==> src/lrb_pkg.sv <==
// Shared types and constants for the lossy ring buffer.
`timescale 1ns / 1ps

package lrb_pkg;

	localparam int DEPTH_DEF      = 16;
	localparam int DATA_WIDTH_DEF = 32;
	localparam int GUARD_W        = 4;
	localparam int CNT_W          = 32;
	// sequence index arithmetic: 32-bit signed positions plus headroom for +1 and differences
	localparam int IDX_W          = CNT_W + 2;
	localparam int POS_W          = 32;
	localparam int GUARD_VALS     = 1 << GUARD_W;

	typedef enum logic [1:0] {
		ST_WRITTEN   = 2'd0,
		ST_READ_OK   = 2'd1,
		ST_NO_WRITER = 2'd2,
		ST_NOT_READY = 2'd3
	} status_t;

endpackage

==> src/lrb_in_if.sv <==
// Input channel: one write or read request per transfer.
`timescale 1ns / 1ps

interface lrb_in_if import lrb_pkg::*; #(
	parameter int DATA_WIDTH = DATA_WIDTH_DEF
);
	logic                  valid;
	logic                  ready;
	logic                  mode;
	logic [DATA_WIDTH-1:0] write_data;

	modport source (output valid, output mode, output write_data, input ready);
	modport sink   (input valid, input mode, input write_data, output ready);
endinterface

==> src/lrb_out_if.sv <==
// Result channel: status, read word and both running counters per transfer.
`timescale 1ns / 1ps

interface lrb_out_if import lrb_pkg::*; #(
	parameter int DATA_WIDTH = DATA_WIDTH_DEF
);
	logic                  valid;
	logic                  ready;
	status_t               status;
	logic [DATA_WIDTH-1:0] read_data;
	logic [CNT_W-1:0]      dropped_total;
	logic [CNT_W-1:0]      not_ready_total;

	modport source (output valid, output status, output read_data, output dropped_total,
		output not_ready_total, input ready);
	modport sink   (input valid, input status, input read_data, input dropped_total,
		input not_ready_total, output ready);
endinterface

==> src/lossy_ring_buffer_guarded_reader.sv <==
// Lossy ring buffer with guarded reader: top level, index logic and ring memory.
`timescale 1ns / 1ps

// Single-writer, single-reader ring of DEPTH words that overwrites its oldest entry.
// Each transfer on "item" is a write (mode 0) or a read (mode 1) and yields exactly one
// transfer on "result". A read returns the next word after the previous read, but never
// one of the ready_guard newest words; a reader that fell behind the oldest held word
// jumps forward and the skipped words are added to dropped_total. Reads that return
// nothing bump not_ready_total. Both counters saturate at all ones. A write steps
// through accept and result load. A read that returns a word steps through accept,
// position update together with the synchronous memory read, drop-count update and
// result load; a read that returns nothing skips the drop-count update. So the ring
// memory read and the position compare ahead of it set the read time. A new
// item is accepted while the previous result still sits in the output register; the
// block then holds its next result until that register is taken. The memory needs no
// clear: its contents only matter once written. ready_guard may be rewritten only while
// idle.
module lossy_ring_buffer_guarded_reader import lrb_pkg::*; #(
	parameter int DEPTH      = DEPTH_DEF,
	parameter int DATA_WIDTH = DATA_WIDTH_DEF
) (
	input  logic               clk,
	input  logic               arst_n,
	input  logic               cfg_wr_en,
	input  logic [GUARD_W-1:0] cfg_wr_data,
	lrb_in_if.sink             item,
	lrb_out_if.source          result
);

	localparam int AW = (DEPTH > 1) ? $clog2(DEPTH) : 1;
	localparam logic signed [POS_W-1:0] IDX_MAX = POS_W'(32'h7FFF_FFFF);

	typedef enum logic [3:0] {
		S_IDLE   = 4'b0001,
		S_DECIDE = 4'b0010,
		S_FETCH  = 4'b0100,
		S_EMIT   = 4'b1000
	} state_t;

	function automatic logic [CNT_W-1:0] sat_inc(input logic [CNT_W-1:0] c);
		sat_inc = (c == '1) ? c : c + 1'b1;
	endfunction

	function automatic logic [AW-1:0] slot_inc(input logic [AW-1:0] s);
		slot_inc = (s == AW'(DEPTH - 1)) ? '0 : s + 1'b1;
	endfunction

	// ---------------------------------------------------------------- state
	state_t                  state_q;
	logic [GUARD_W-1:0]      guard_q;
	logic signed [POS_W-1:0] lw_q;        // newest written sequence index, -1 = none
	logic [AW-1:0]           lw_slot_q;   // lw_q mod DEPTH while lw_q >= 0
	logic signed [POS_W-1:0] rp_q;        // last read sequence index
	logic [AW-1:0]           rp_slot_q;   // rp_q mod DEPTH while rp_q >= 0
	logic                    first_q;
	logic [CNT_W-1:0]        drop_cnt_q;
	logic [CNT_W-1:0]        empty_cnt_q;

	// read-side pipeline registers
	logic signed [IDX_W-1:0] cand_s1, ready_s1, tail_s1;
	logic [AW-1:0]           cand_slot_s1, ready_slot_s1, tail_slot_s1;
	logic                    no_writer_s1;
	status_t                 status_s2;
	logic signed [IDX_W-1:0] skipped_s2;

	// output register
	logic                    res_valid_q;
	status_t                 res_status_q;
	logic [DATA_WIDTH-1:0]   res_data_q;
	logic [CNT_W-1:0]        res_drop_q;
	logic [CNT_W-1:0]        res_empty_q;
	logic                    res_load;

	// ring memory
	logic [DATA_WIDTH-1:0]   ring_mem [DEPTH];
	logic [DATA_WIDTH-1:0]   rd_data_q;
	logic                    mem_wr_en, mem_rd_en;
	logic [AW-1:0]           mem_wr_slot, mem_rd_slot;

	// guard mod DEPTH, worked out at elaboration for every guard value
	logic [AW-1:0] guard_mod [GUARD_VALS];
	for (genvar g = 0; g < GUARD_VALS; g++) begin : g_guard_mod
		localparam int GM = g % DEPTH;
		assign guard_mod[g] = AW'(GM);
	end

	// ---------------------------------------------------------------- index math at accept
	logic                    accept;
	logic signed [IDX_W-1:0] lw_ext, rp_ext, ready_c, tail_c, cand_c;
	logic [AW-1:0]           gm_c, ready_slot_c, tail_slot_c, step_slot_c;
	logic signed [POS_W-1:0] w_idx_c;
	logic [AW-1:0]           w_slot_c;

	assign accept = item.valid && item.ready;

	always_comb begin
		lw_ext  = IDX_W'(lw_q);
		rp_ext  = IDX_W'(rp_q);
		ready_c = lw_ext - $signed({{(IDX_W-GUARD_W){1'b0}}, guard_q});
		tail_c  = lw_ext - IDX_W'(DEPTH - 1);
		cand_c  = first_q ? ready_c : rp_ext + IDX_W'(1);

		gm_c = guard_mod[guard_q];
		if (lw_slot_q >= gm_c) begin
			ready_slot_c = lw_slot_q - gm_c;
		end else begin
			ready_slot_c = AW'((AW+1)'(lw_slot_q) + (AW+1)'(DEPTH) - (AW+1)'(gm_c));
		end
		tail_slot_c = slot_inc(lw_slot_q);
		// a read stepping up from a negative position gets slot 0, the slot of index 0
		step_slot_c = rp_q[POS_W-1] ? '0 : slot_inc(rp_slot_q);

		// index wraps to zero past the largest positive value
		if (lw_q == IDX_MAX || lw_q[POS_W-1]) begin
			w_slot_c = '0;
		end else begin
			w_slot_c = slot_inc(lw_slot_q);
		end
		w_idx_c = (lw_q == IDX_MAX) ? '0 : lw_q + POS_W'(1);
	end

	// ---------------------------------------------------------------- position decision
	logic                    not_ready_d;
	logic signed [IDX_W-1:0] pos_d;
	logic [AW-1:0]           pos_slot_d;

	always_comb begin
		not_ready_d = cand_s1 > ready_s1;
		if (cand_s1 < tail_s1) begin
			pos_d      = tail_s1;
			pos_slot_d = tail_slot_s1;
		end else begin
			pos_d      = cand_s1;
			pos_slot_d = cand_slot_s1;
		end
	end

	// saturating drop add
	logic [IDX_W-1:0] drop_sum;
	assign drop_sum = {{(IDX_W-CNT_W){1'b0}}, drop_cnt_q} + $unsigned(skipped_s2);

	assign mem_wr_en   = accept && !item.mode;
	assign mem_wr_slot = w_slot_c;
	assign mem_rd_en   = (state_q == S_DECIDE) && !no_writer_s1 && !not_ready_d
		&& !pos_d[IDX_W-1];
	assign mem_rd_slot = pos_slot_d;

	always_ff @(posedge clk) begin
		if (mem_wr_en) begin
			ring_mem[mem_wr_slot] <= item.write_data;
		end
		if (mem_rd_en) begin
			rd_data_q <= ring_mem[mem_rd_slot];
		end
	end

	// ---------------------------------------------------------------- payload pipeline
	always_ff @(posedge clk) begin
		if (accept) begin
			cand_s1       <= cand_c;
			ready_s1      <= ready_c;
			tail_s1       <= tail_c;
			cand_slot_s1  <= first_q ? ready_slot_c : step_slot_c;
			ready_slot_s1 <= ready_slot_c;
			tail_slot_s1  <= tail_slot_c;
			no_writer_s1  <= lw_q[POS_W-1];
			if (!item.mode) begin
				status_s2 <= ST_WRITTEN;
			end
		end
		if (state_q == S_DECIDE) begin
			if (no_writer_s1) begin
				status_s2 <= ST_NO_WRITER;
			end else if (not_ready_d || pos_d[IDX_W-1]) begin
				status_s2 <= ST_NOT_READY;
			end else begin
				status_s2 <= ST_READ_OK;
			end
			skipped_s2 <= pos_d - rp_ext - IDX_W'(1);
		end
	end

	// ---------------------------------------------------------------- control
	// result register loads when the emit state finds it free or being taken
	assign res_load = (state_q == S_EMIT) && (!res_valid_q || result.ready);

	always_ff @(posedge clk or negedge arst_n) begin
		if (!arst_n) begin
			state_q     <= S_IDLE;
			guard_q     <= '0;
			lw_q        <= '1;
			lw_slot_q   <= '0;
			rp_q        <= '1;
			rp_slot_q   <= '0;
			first_q     <= 1'b1;
			drop_cnt_q  <= '0;
			empty_cnt_q <= '0;
			res_valid_q <= 1'b0;
		end else begin
			if (cfg_wr_en) begin
				guard_q <= cfg_wr_data;
			end
			if (res_load) begin
				res_valid_q <= 1'b1;
			end else if (result.ready) begin
				res_valid_q <= 1'b0;
			end
			case (state_q)
				S_IDLE: begin
					if (accept) begin
						if (!item.mode) begin
							lw_q      <= w_idx_c;
							lw_slot_q <= w_slot_c;
							state_q   <= S_EMIT;
						end else begin
							state_q <= S_DECIDE;
						end
					end
				end
				S_DECIDE: begin
					if (no_writer_s1) begin
						first_q     <= 1'b1;
						empty_cnt_q <= sat_inc(empty_cnt_q);
						state_q     <= S_EMIT;
					end else begin
						first_q <= 1'b0;
						if (not_ready_d) begin
							// caught up with the guarded limit: park there
							rp_q        <= POS_W'(ready_s1);
							rp_slot_q   <= ready_slot_s1;
							empty_cnt_q <= sat_inc(empty_cnt_q);
							state_q     <= S_EMIT;
						end else begin
							rp_q      <= POS_W'(pos_d);
							rp_slot_q <= pos_slot_d;
							if (pos_d[IDX_W-1]) begin
								empty_cnt_q <= sat_inc(empty_cnt_q);
								state_q     <= S_EMIT;
							end else begin
								state_q <= S_FETCH;
							end
						end
					end
				end
				S_FETCH: begin
					// only forward jumps count; stepping back leaves the count alone
					if (!skipped_s2[IDX_W-1] && skipped_s2 != '0) begin
						drop_cnt_q <= (drop_sum[IDX_W-1:CNT_W] != '0) ? '1
							: drop_sum[CNT_W-1:0];
					end
					state_q <= S_EMIT;
				end
				S_EMIT: begin
					if (res_load) begin
						state_q <= S_IDLE;
					end
				end
				default: begin
					state_q <= S_IDLE;
				end
			endcase
		end
	end

	always_ff @(posedge clk) begin
		if (res_load) begin
			res_status_q <= status_s2;
			res_data_q   <= (status_s2 == ST_READ_OK) ? rd_data_q : '0;
			res_drop_q   <= drop_cnt_q;
			res_empty_q  <= empty_cnt_q;
		end
	end

	assign item.ready             = (state_q == S_IDLE);
	assign result.valid           = res_valid_q;
	assign result.status          = res_status_q;
	assign result.read_data       = res_data_q;
	assign result.dropped_total   = res_drop_q;
	assign result.not_ready_total = res_empty_q;

	// ---------------------------------------------------------------- assertions
	a_slot_range: assert property (@(posedge clk) disable iff (!arst_n)
		(mem_wr_en || mem_rd_en) |->
		({1'b0, mem_wr_slot} < (AW+1)'(DEPTH) && {1'b0, mem_rd_slot} < (AW+1)'(DEPTH)))
		else $error("ring slot out of range");

	a_drop_monotonic: assert property (@(posedge clk) disable iff (!arst_n)
		drop_cnt_q >= $past(drop_cnt_q))
		else $error("drop count decreased");

	a_empty_monotonic: assert property (@(posedge clk) disable iff (!arst_n)
		empty_cnt_q >= $past(empty_cnt_q))
		else $error("not-ready count decreased");

	a_data_zero: assert property (@(posedge clk) disable iff (!arst_n)
		(res_valid_q && res_status_q != ST_READ_OK) |-> (res_data_q == '0))
		else $error("read data nonzero on a result without a read");

endmodule
==> src/flat_wrapper.sv <==
// flat-port wrapper written by rule: the top's interface ports become plain ports
module lossy_ring_buffer_guarded_reader_flat import lrb_pkg::*;
#(
	parameter int DEPTH      = DEPTH_DEF,
	parameter int DATA_WIDTH = DATA_WIDTH_DEF
)
  (clk, arst_n, cfg_wr_en, cfg_wr_data, item_valid, item_mode, item_write_data, item_ready, result_valid, result_status, result_read_data, result_dropped_total, result_not_ready_total, result_ready);
  lrb_in_if #(.DATA_WIDTH(DATA_WIDTH)) item_i ();
  lrb_out_if #(.DATA_WIDTH(DATA_WIDTH)) result_i ();
  input  logic clk;
  input  logic arst_n;
  input  logic cfg_wr_en;
  input  logic [GUARD_W-1:0] cfg_wr_data;
  input wire logic [$bits(item_i.valid)-1:0] item_valid;
  input wire logic [$bits(item_i.mode)-1:0] item_mode;
  input wire logic [$bits(item_i.write_data)-1:0] item_write_data;
  output wire logic [$bits(item_i.ready)-1:0] item_ready;
  output wire logic [$bits(result_i.valid)-1:0] result_valid;
  output wire logic [$bits(result_i.status)-1:0] result_status;
  output wire logic [$bits(result_i.read_data)-1:0] result_read_data;
  output wire logic [$bits(result_i.dropped_total)-1:0] result_dropped_total;
  output wire logic [$bits(result_i.not_ready_total)-1:0] result_not_ready_total;
  input wire logic [$bits(result_i.ready)-1:0] result_ready;
  assign item_i.valid = item_valid;
  assign item_i.mode = item_mode;
  assign item_i.write_data = item_write_data;
  assign item_ready = item_i.ready;
  assign result_valid = result_i.valid;
  assign result_status = result_i.status;
  assign result_read_data = result_i.read_data;
  assign result_dropped_total = result_i.dropped_total;
  assign result_not_ready_total = result_i.not_ready_total;
  assign result_i.ready = result_ready;
  lossy_ring_buffer_guarded_reader #(.DEPTH(DEPTH), .DATA_WIDTH(DATA_WIDTH)) u_core (.clk(clk), .arst_n(arst_n), .cfg_wr_en(cfg_wr_en), .cfg_wr_data(cfg_wr_data), .item(item_i), .result(result_i));
endmodule
==> config.mk <==
export PLATFORM = sky130hd
export DESIGN_NAME = lossy_ring_buffer_guarded_reader_flat
export DESIGN_NICKNAME = d
export VERILOG_FILES = /design/src/lrb_pkg.sv /design/src/lrb_in_if.sv /design/src/lrb_out_if.sv /design/src/lossy_ring_buffer_guarded_reader.sv /design/src/flat_wrapper.sv
export SDC_FILE = /design/constraint.sdc
export NUM_CORES = 2
export LEC_CHECK = 0
export BUFFER_PORTS_ARGS = -buffer_cell sky130_fd_sc_hd__buf_2
export CAP_MARGIN = 20
export CORE_MARGIN = 5
export CORE_UTILIZATION = 67
export CTS_CLUSTER_SIZE = 14
export DETAILED_ROUTE_END_ITERATION = 7
export PLACE_DENSITY = 0.88
export SYNTH_ARGS = -nofsm -noshare
export SYNTH_HDL_FRONTEND = slang
export SYNTH_SLANG_ARGS = --single-unit
==> constraint.sdc <==
create_clock -name clk -period 23.8 [get_ports clk]
set_input_delay 2.38 -clock clk [delete_from_list [all_inputs] [get_ports clk]]
set_output_delay 2.38 -clock clk [all_outputs]
set_load 0.01 [all_outputs]
# Yosys cells after proc, flatten, opt, wreduce, memory -nomap -nowiden
# Memories as Yosys holds them, arrays and structs flattened. A register that Yosys moved wholly into a read port is not among the register bits.
# Cells that the tools add are included.
[totals]
in_bits = 42
ramBits = 512
rom_bits = 64
mem_count = 2
regBits = 395
[classes]
n_lt_le_gt_ge = 4
eq_ne = 12
n_mux = 36
n_bitwise = 3
addsub = 13
n_reduce_logical = 27
[mem_list]
columns = ["memory", "words", "width", "rd", "rd_clocked_by_memory_dff", "wr", "line", "rtl"]
rows = [
  ["u_core.ring_mem", 16, 32, 1, 1, 1, "lossy_ring_buffer_guarded_reader.sv:75", "logic [DATA_WIDTH-1:0] ring_mem [DEPTH];"],
  ["(no name shown)", 16, 4, 1, 0, 0, "lossy_ring_buffer_guarded_reader.sv:103", "gm_c = guard_mod[guard_q];"],
]
[op_table]
columns = ["op", "n"]
rows = [
  ["32-bit 2-to-1 mux", 7],
  ["34-bit 2-to-1 mux", 2],
  ["32-bit by 1-bit adder with 32-bit output (second input constant)", 2],
  ["32-bit == test (second input constant)", 2],
  ["4-bit 2-to-1 mux", 16],
  ["32-bit by 34-bit adder with 34-bit output", 1],
  ["34-bit > comparator", 1],
  ["34-bit less-than comparator", 1],
  ["34-bit nonzero test", 1],
  ["34-bit by 2-bit subtractor with 34-bit output (second input constant)", 1],
  ["34-bit by 32-bit subtractor with 34-bit output", 1],
  ["32-bit by 2-bit adder with 33-bit output (second input constant)", 1],
  ["32-bit by 5-bit subtractor with 33-bit output", 1],
  ["32-bit by 5-bit subtractor with 33-bit output (second input constant)", 1],
  ["4-bit one-hot mux with 4 select lines", 1],
  ["4-bit by 1-bit adder with 4-bit output (second input constant)", 3],
  ["4-bit == test (second input constant)", 3],
  ["2-bit 2-to-1 mux", 5],
  ["2-bit AND reduction", 5],
  ["4-bit subtractor", 2],
  ["1-bit logical AND", 7],
  ["1-bit zero test", 6],
  ["2-bit nonzero test", 3],
  ["5-bit >= comparator (second input constant)", 1],
  ["13 further kinds", 21],
]

# Depth between registers and ports, before layout
[depth]
depth_word = 7
depth_mapped = 24
ltp_nobuf = 21

# Worst setup path after synthesis
# OpenSTA, ideal clock, no wires.
[synth_path]
path_type = "in2reg"
start = "input port item_valid"
end = "memory u_core.ring_mem[1][0] in the netlist's numbering, enable pin"
setup_ns = 0.501
cell_stages = 5
setup_slack_ns = 14.395
t_required_ns = 23.299
n_path_buf = 1
arrival_ns = 8.904
path_cell_list = "and2_1 nor2b_1 clkbuf_1 nand2b_1 nor4_1"
[synth_via]
elab_chain_cells = 4
[synth_lines]
columns = ["element", "line", "rtl"]
rows = [
  ["start: declaration", "flat_wrapper.sv:14", "input wire logic [$bits(item_i.valid)-1:0] item_valid;"],
  ["1-bit logical AND", "lossy_ring_buffer_guarded_reader.sv:94", "assign accept = item.valid && item.ready;"],
  ["1-bit logical AND", "lossy_ring_buffer_guarded_reader.sv:142", "assign mem_wr_en = accept && !item.mode;"],
  ["1-bit 2-to-1 mux", "lossy_ring_buffer_guarded_reader.sv:149", "if (mem_wr_en) begin"],
  ["1-bit 2-to-1 mux (not written as such)", "lossy_ring_buffer_guarded_reader.sv:150", "ring_mem[mem_wr_slot] <= item.write_data;"],
  ["end: declaration", "lossy_ring_buffer_guarded_reader.sv:75", ""],
]
# Every way passes these cells.

# Worst setup path after layout
[layout_path]
start = "register u_core.cand_s1[32]"
end = "register u_core.skipped_s2[28] (data pin)"
[layout_via]
elab_chain_cells = 4
[layout_lines]
columns = ["element", "line", "rtl"]
rows = [
  ["start: declaration", "lossy_ring_buffer_guarded_reader.sv:60", "logic signed [IDX_W-1:0] cand_s1, ready_s1, tail_s1;"],
  ["start signal: assignment", "lossy_ring_buffer_guarded_reader.sv:160", "cand_s1 <= cand_c;"],
  ["34-bit less-than comparator", "lossy_ring_buffer_guarded_reader.sv:129", "if (cand_s1 < tail_s1) begin"],
  ["34-bit 2-to-1 mux", "lossy_ring_buffer_guarded_reader.sv:129", ""],
  ["34-bit by 32-bit subtractor with 34-bit output", "lossy_ring_buffer_guarded_reader.sv:179", "skipped_s2 <= pos_d - rp_ext - IDX_W'(1);"],
  ["34-bit by 2-bit subtractor with 34-bit output", "lossy_ring_buffer_guarded_reader.sv:179", ""],
  ["end signal: assignment", "lossy_ring_buffer_guarded_reader.sv:179", ""],
  ["end: declaration", "lossy_ring_buffer_guarded_reader.sv:64", "logic signed [IDX_W-1:0] skipped_s2;"],
]
# Every way passes these cells.
# A chain may end at the register's enable or synchronous reset.

==> out/metrics.csv <==
stage;metric;value;unit
synthesis;synthesized instance count;3518;
clocking;number of CTS-inserted buffers;91;
placement;DP HPWL;66.8;mm
setup_path;Crit Path Class;register to register;
clocking;post-CTS resize count;0;
global_route;largest net degree at the start of global routing;97;
synthesis;Ys Warns;0;
clocking;Post-CTS Setup Bufs;0;
clocking;Clk pin slew, worst setup/hold paths;0.06;ns
sta;RSZ-0062 raised after global routing;false;
route;drt first pass iters;8;
route;Via Count;31000;
pwr;leakage power total;17.9;nW
pwr;Net Switching;2.38;mW
route;DR vias/cell;6.81;
route;1st-iter DRT viols;5024;
global_route;first-pass GRT wire length;172;mm
final_layout;most frequent cells in the layout;edfxtp_1 (790), nand2_1 (315), a21oi_1 (260);
pwr;clock share of power;23.7;%
run_status;status;complete, but fails checks;
sta;final period demand of the worst path;6.58;ns
die;Die Span Y;265;µm
synthesis;commonest register cell after synthesis;edfxtp_1;
synthesis;Post-synth EDFFs;790;
final_layout;area grow syn2layout;11.1;%
sta;Final Hold Fails;0;
pwr;Max VDD drop;0.123;mV
clocking;hold-fix buffers at CTS;0;
setup_path;Critical Path Start Type;register;
pwr;Final Power;6.17;mW
clocking;CTS sink cnt;936;
pwr;P_int;3.79;mW
synthesis;synthesis-stage register bit count;936;
synthesis;sequential fraction of the synthesis area;62.8;%
route;DR DRC count;1;
route;Final ANT Viol Nets;0;
sta;Final Skew;0.0451;ns
clocking;H-tree depth;3;
sta;final setup TNS;0;ns
synthesis;syn_area_per_cell;12.4;µm²
final_layout;share of cells above drive strength 1;14.7;%
clocking;Clock Tree Root;clkbuf_16;
synthesis;Synth async-reset ratio;15.6;%
synthesis;post-synthesis cell type count;84;
sta;final setup violation count;0;
synthesis;post-synth design cell area;0.0437;mm²
die;Core Region;0.0646;mm²
clocking;buffer levels on the longest clock path;3;
worst_hold_path;worst hold path type;register to register;
global_route;initial antenna violation count;5;
clocking;clk_lat worst skew;0.67;ns
die;die width;265;µm
global_route;Overflow after GRT;0;
setup_path;maximum net fanout on the critical path;67;
sta;worst rel slew slack;22.1;%
job;max_cap viols;0;
die;row count;93;
sta;measured slew at the worst slew-check pin;1.17;ns
sta;final worst path period share;27.7;%
die;Die Area;0.0705;mm²
final_layout;final net count;3799;
run_status;failing checks;DRC;
final_layout;filler instances;3593;
setup_path;Crit. End Element;register;
pwr;sequential power share;35.7;%
setup_path;Critical Path AT;6.98;ns
pwr;pwr dens;127;mW/mm²
synthesis;Post-Syn Nets;3706;
global_route;Global Route Usage Sum;31.0;%
sta;fmax;0.152;GHz
die;Initial Util;67.7;%
route;WL per Instance;24.8;µm
placement;global placer's final weighted congestion;0.923;
die;Ports;142;
clocking;TritonCTS clock tree;yes;
pwr;switch share;38.6;%
placement;PortBufs;141;
final_layout;leading cell type in the layout, fill and taps excluded;edfxtp_1;
global_route;vias in the first global route;30100;
pwr;logic gate share of total power;40.6;%
route;Post-Route WL;113;mm
setup_path;Crit path required time;24.20;ns
sta;max-slew violation count;0;
-- worst max-delay path: stages, from the launching register on --
cell	delay (ns)
edfxtp_1	0.44
ha_1	0.34
nand3_1	0.13
nor2_1	0.19
o2111ai_1	0.36
o211ai_4	0.84
buf_4	0.85
o21ai_0	0.26
ha_1	0.40
nor2b_1	0.17
o31a_1	0.27
nor4_1	0.18
o21ai_0	0.25
a22oi_1	0.53
o221ai_1	0.33
o21a_1	0.29
a311oi_1	0.36
xnor2_1	0.10
-- synthesized netlist by cell type, drive strengths merged (44+ instances only) --
cell type	count	area share, %
o211ai	132	2.3
o21ai	176	2.0
a221o	68	1.6
dfstp	66	4.0
buf	55	0.67
nor2	181	1.6
mux2	75	1.9
nand2b	54	0.77
a21oi	261	3.0
clkbuf	138	1.2
and2	44	0.63
nand2	316	2.7
edfxtp	790	54
inv	216	1.9
xnor2	139	2.8
ha	142	4.1
xor2	61	1.2
dfrtp	80	4.6
nand3	50	0.57
-- cells by family after synthesis --
family	Yosys count	synth area share [%]
adders and majority gates	146	4.25
AOI/OAI and AO/OA	910	14.1
buffers and inverters	410	3.71
xor gates and xnor gates	200	4.01
DFF	936	62.8
and+or+nand+nor	832	9.02
muxes	84	2.15
-- cell type report --
type / count / area, µm² / area share, %
flip-flops and latches: 936 / 27500 / 56.5
multi-input cells: 2172 / 14900 / 30.7
clock buffers: 122 / 2490 / 5.12
repair buffers: 193 / 1280 / 2.65
well taps: 855 / 1070 / 2.20
inverters: 217 / 815 / 1.68
clock inverters: 50 / 554 / 1.14
diodes: 4 / 10.0 / 0.0206
-- layer usage --
layer	vias up	GRT usage (%)	routed length, µm
met5	-	0	7
met4	2	11.4	4270
met3	366	6.10	14100
met2	2452	48.5	52900
met1	14800	44.1	41700
li1	13300	-	-
-- through the flow --
stage          cells  worst slack, ns  hold WS (ns)  cell area (µm²)  utilization [%]
3_5_place_dp    4365            17.35         0.444            45300             70.2
5_1_grt         4548            16.86         0.436            48600             75.2
6_report        4549            17.22         0.434            48600             75.2
3_3_place_gp    4361            17.64         0.424            45200             70.1
4_1_cts         4537            17.34         0.427            48400             74.9
2_1_floorplan   3518            14.39         0.418            43700                -
-- power by group through the flow --
stage	Sequential, mW	Combinational (mW)	Clock, mW
CTS	2.20	2.42	1.47
detailed placement	2.23	2.37	0
global route	2.22	2.68	1.54
global placement	2.21	2.27	0
floorplan	2.20	1.71	0
finish	2.20	2.50	1.47
-- flip-flops by register name, summed over array words and instances (netlist names), 33 cells and up --
register / count
u_core.ready_s1: 33
u_core.cand_s1: 33
u_core.skipped_s2: 34
u_core.ring_mem: 512
u_core.tail_s1: 33
-- worst paths after layout --
| path | start | end | slack, ns | cells past startpoint |
|---|---|---|---|---|
| setup reg to reg | u_core.cand_s1[32] | u_core.skipped_s2[28] | 17.22 | 17 |
| min in group asynchronous | arst_n | u_core.guard_q[3] | 1.82 | 1 |
| hold reg to reg | u_core.status_s2[0] | u_core.result.status[0] | 0.43 | 0 |
| max in group asynchronous | arst_n | u_core.state_q[3] | 20.51 | 2 |
| hold / removal | u_core.status_s2[0] | u_core.result.status[0] | 0.43 | 0 |
| setup / recovery | u_core.cand_s1[32] | u_core.skipped_s2[28] | 17.22 | 17 |
Power figures use the tool's default switching activity.
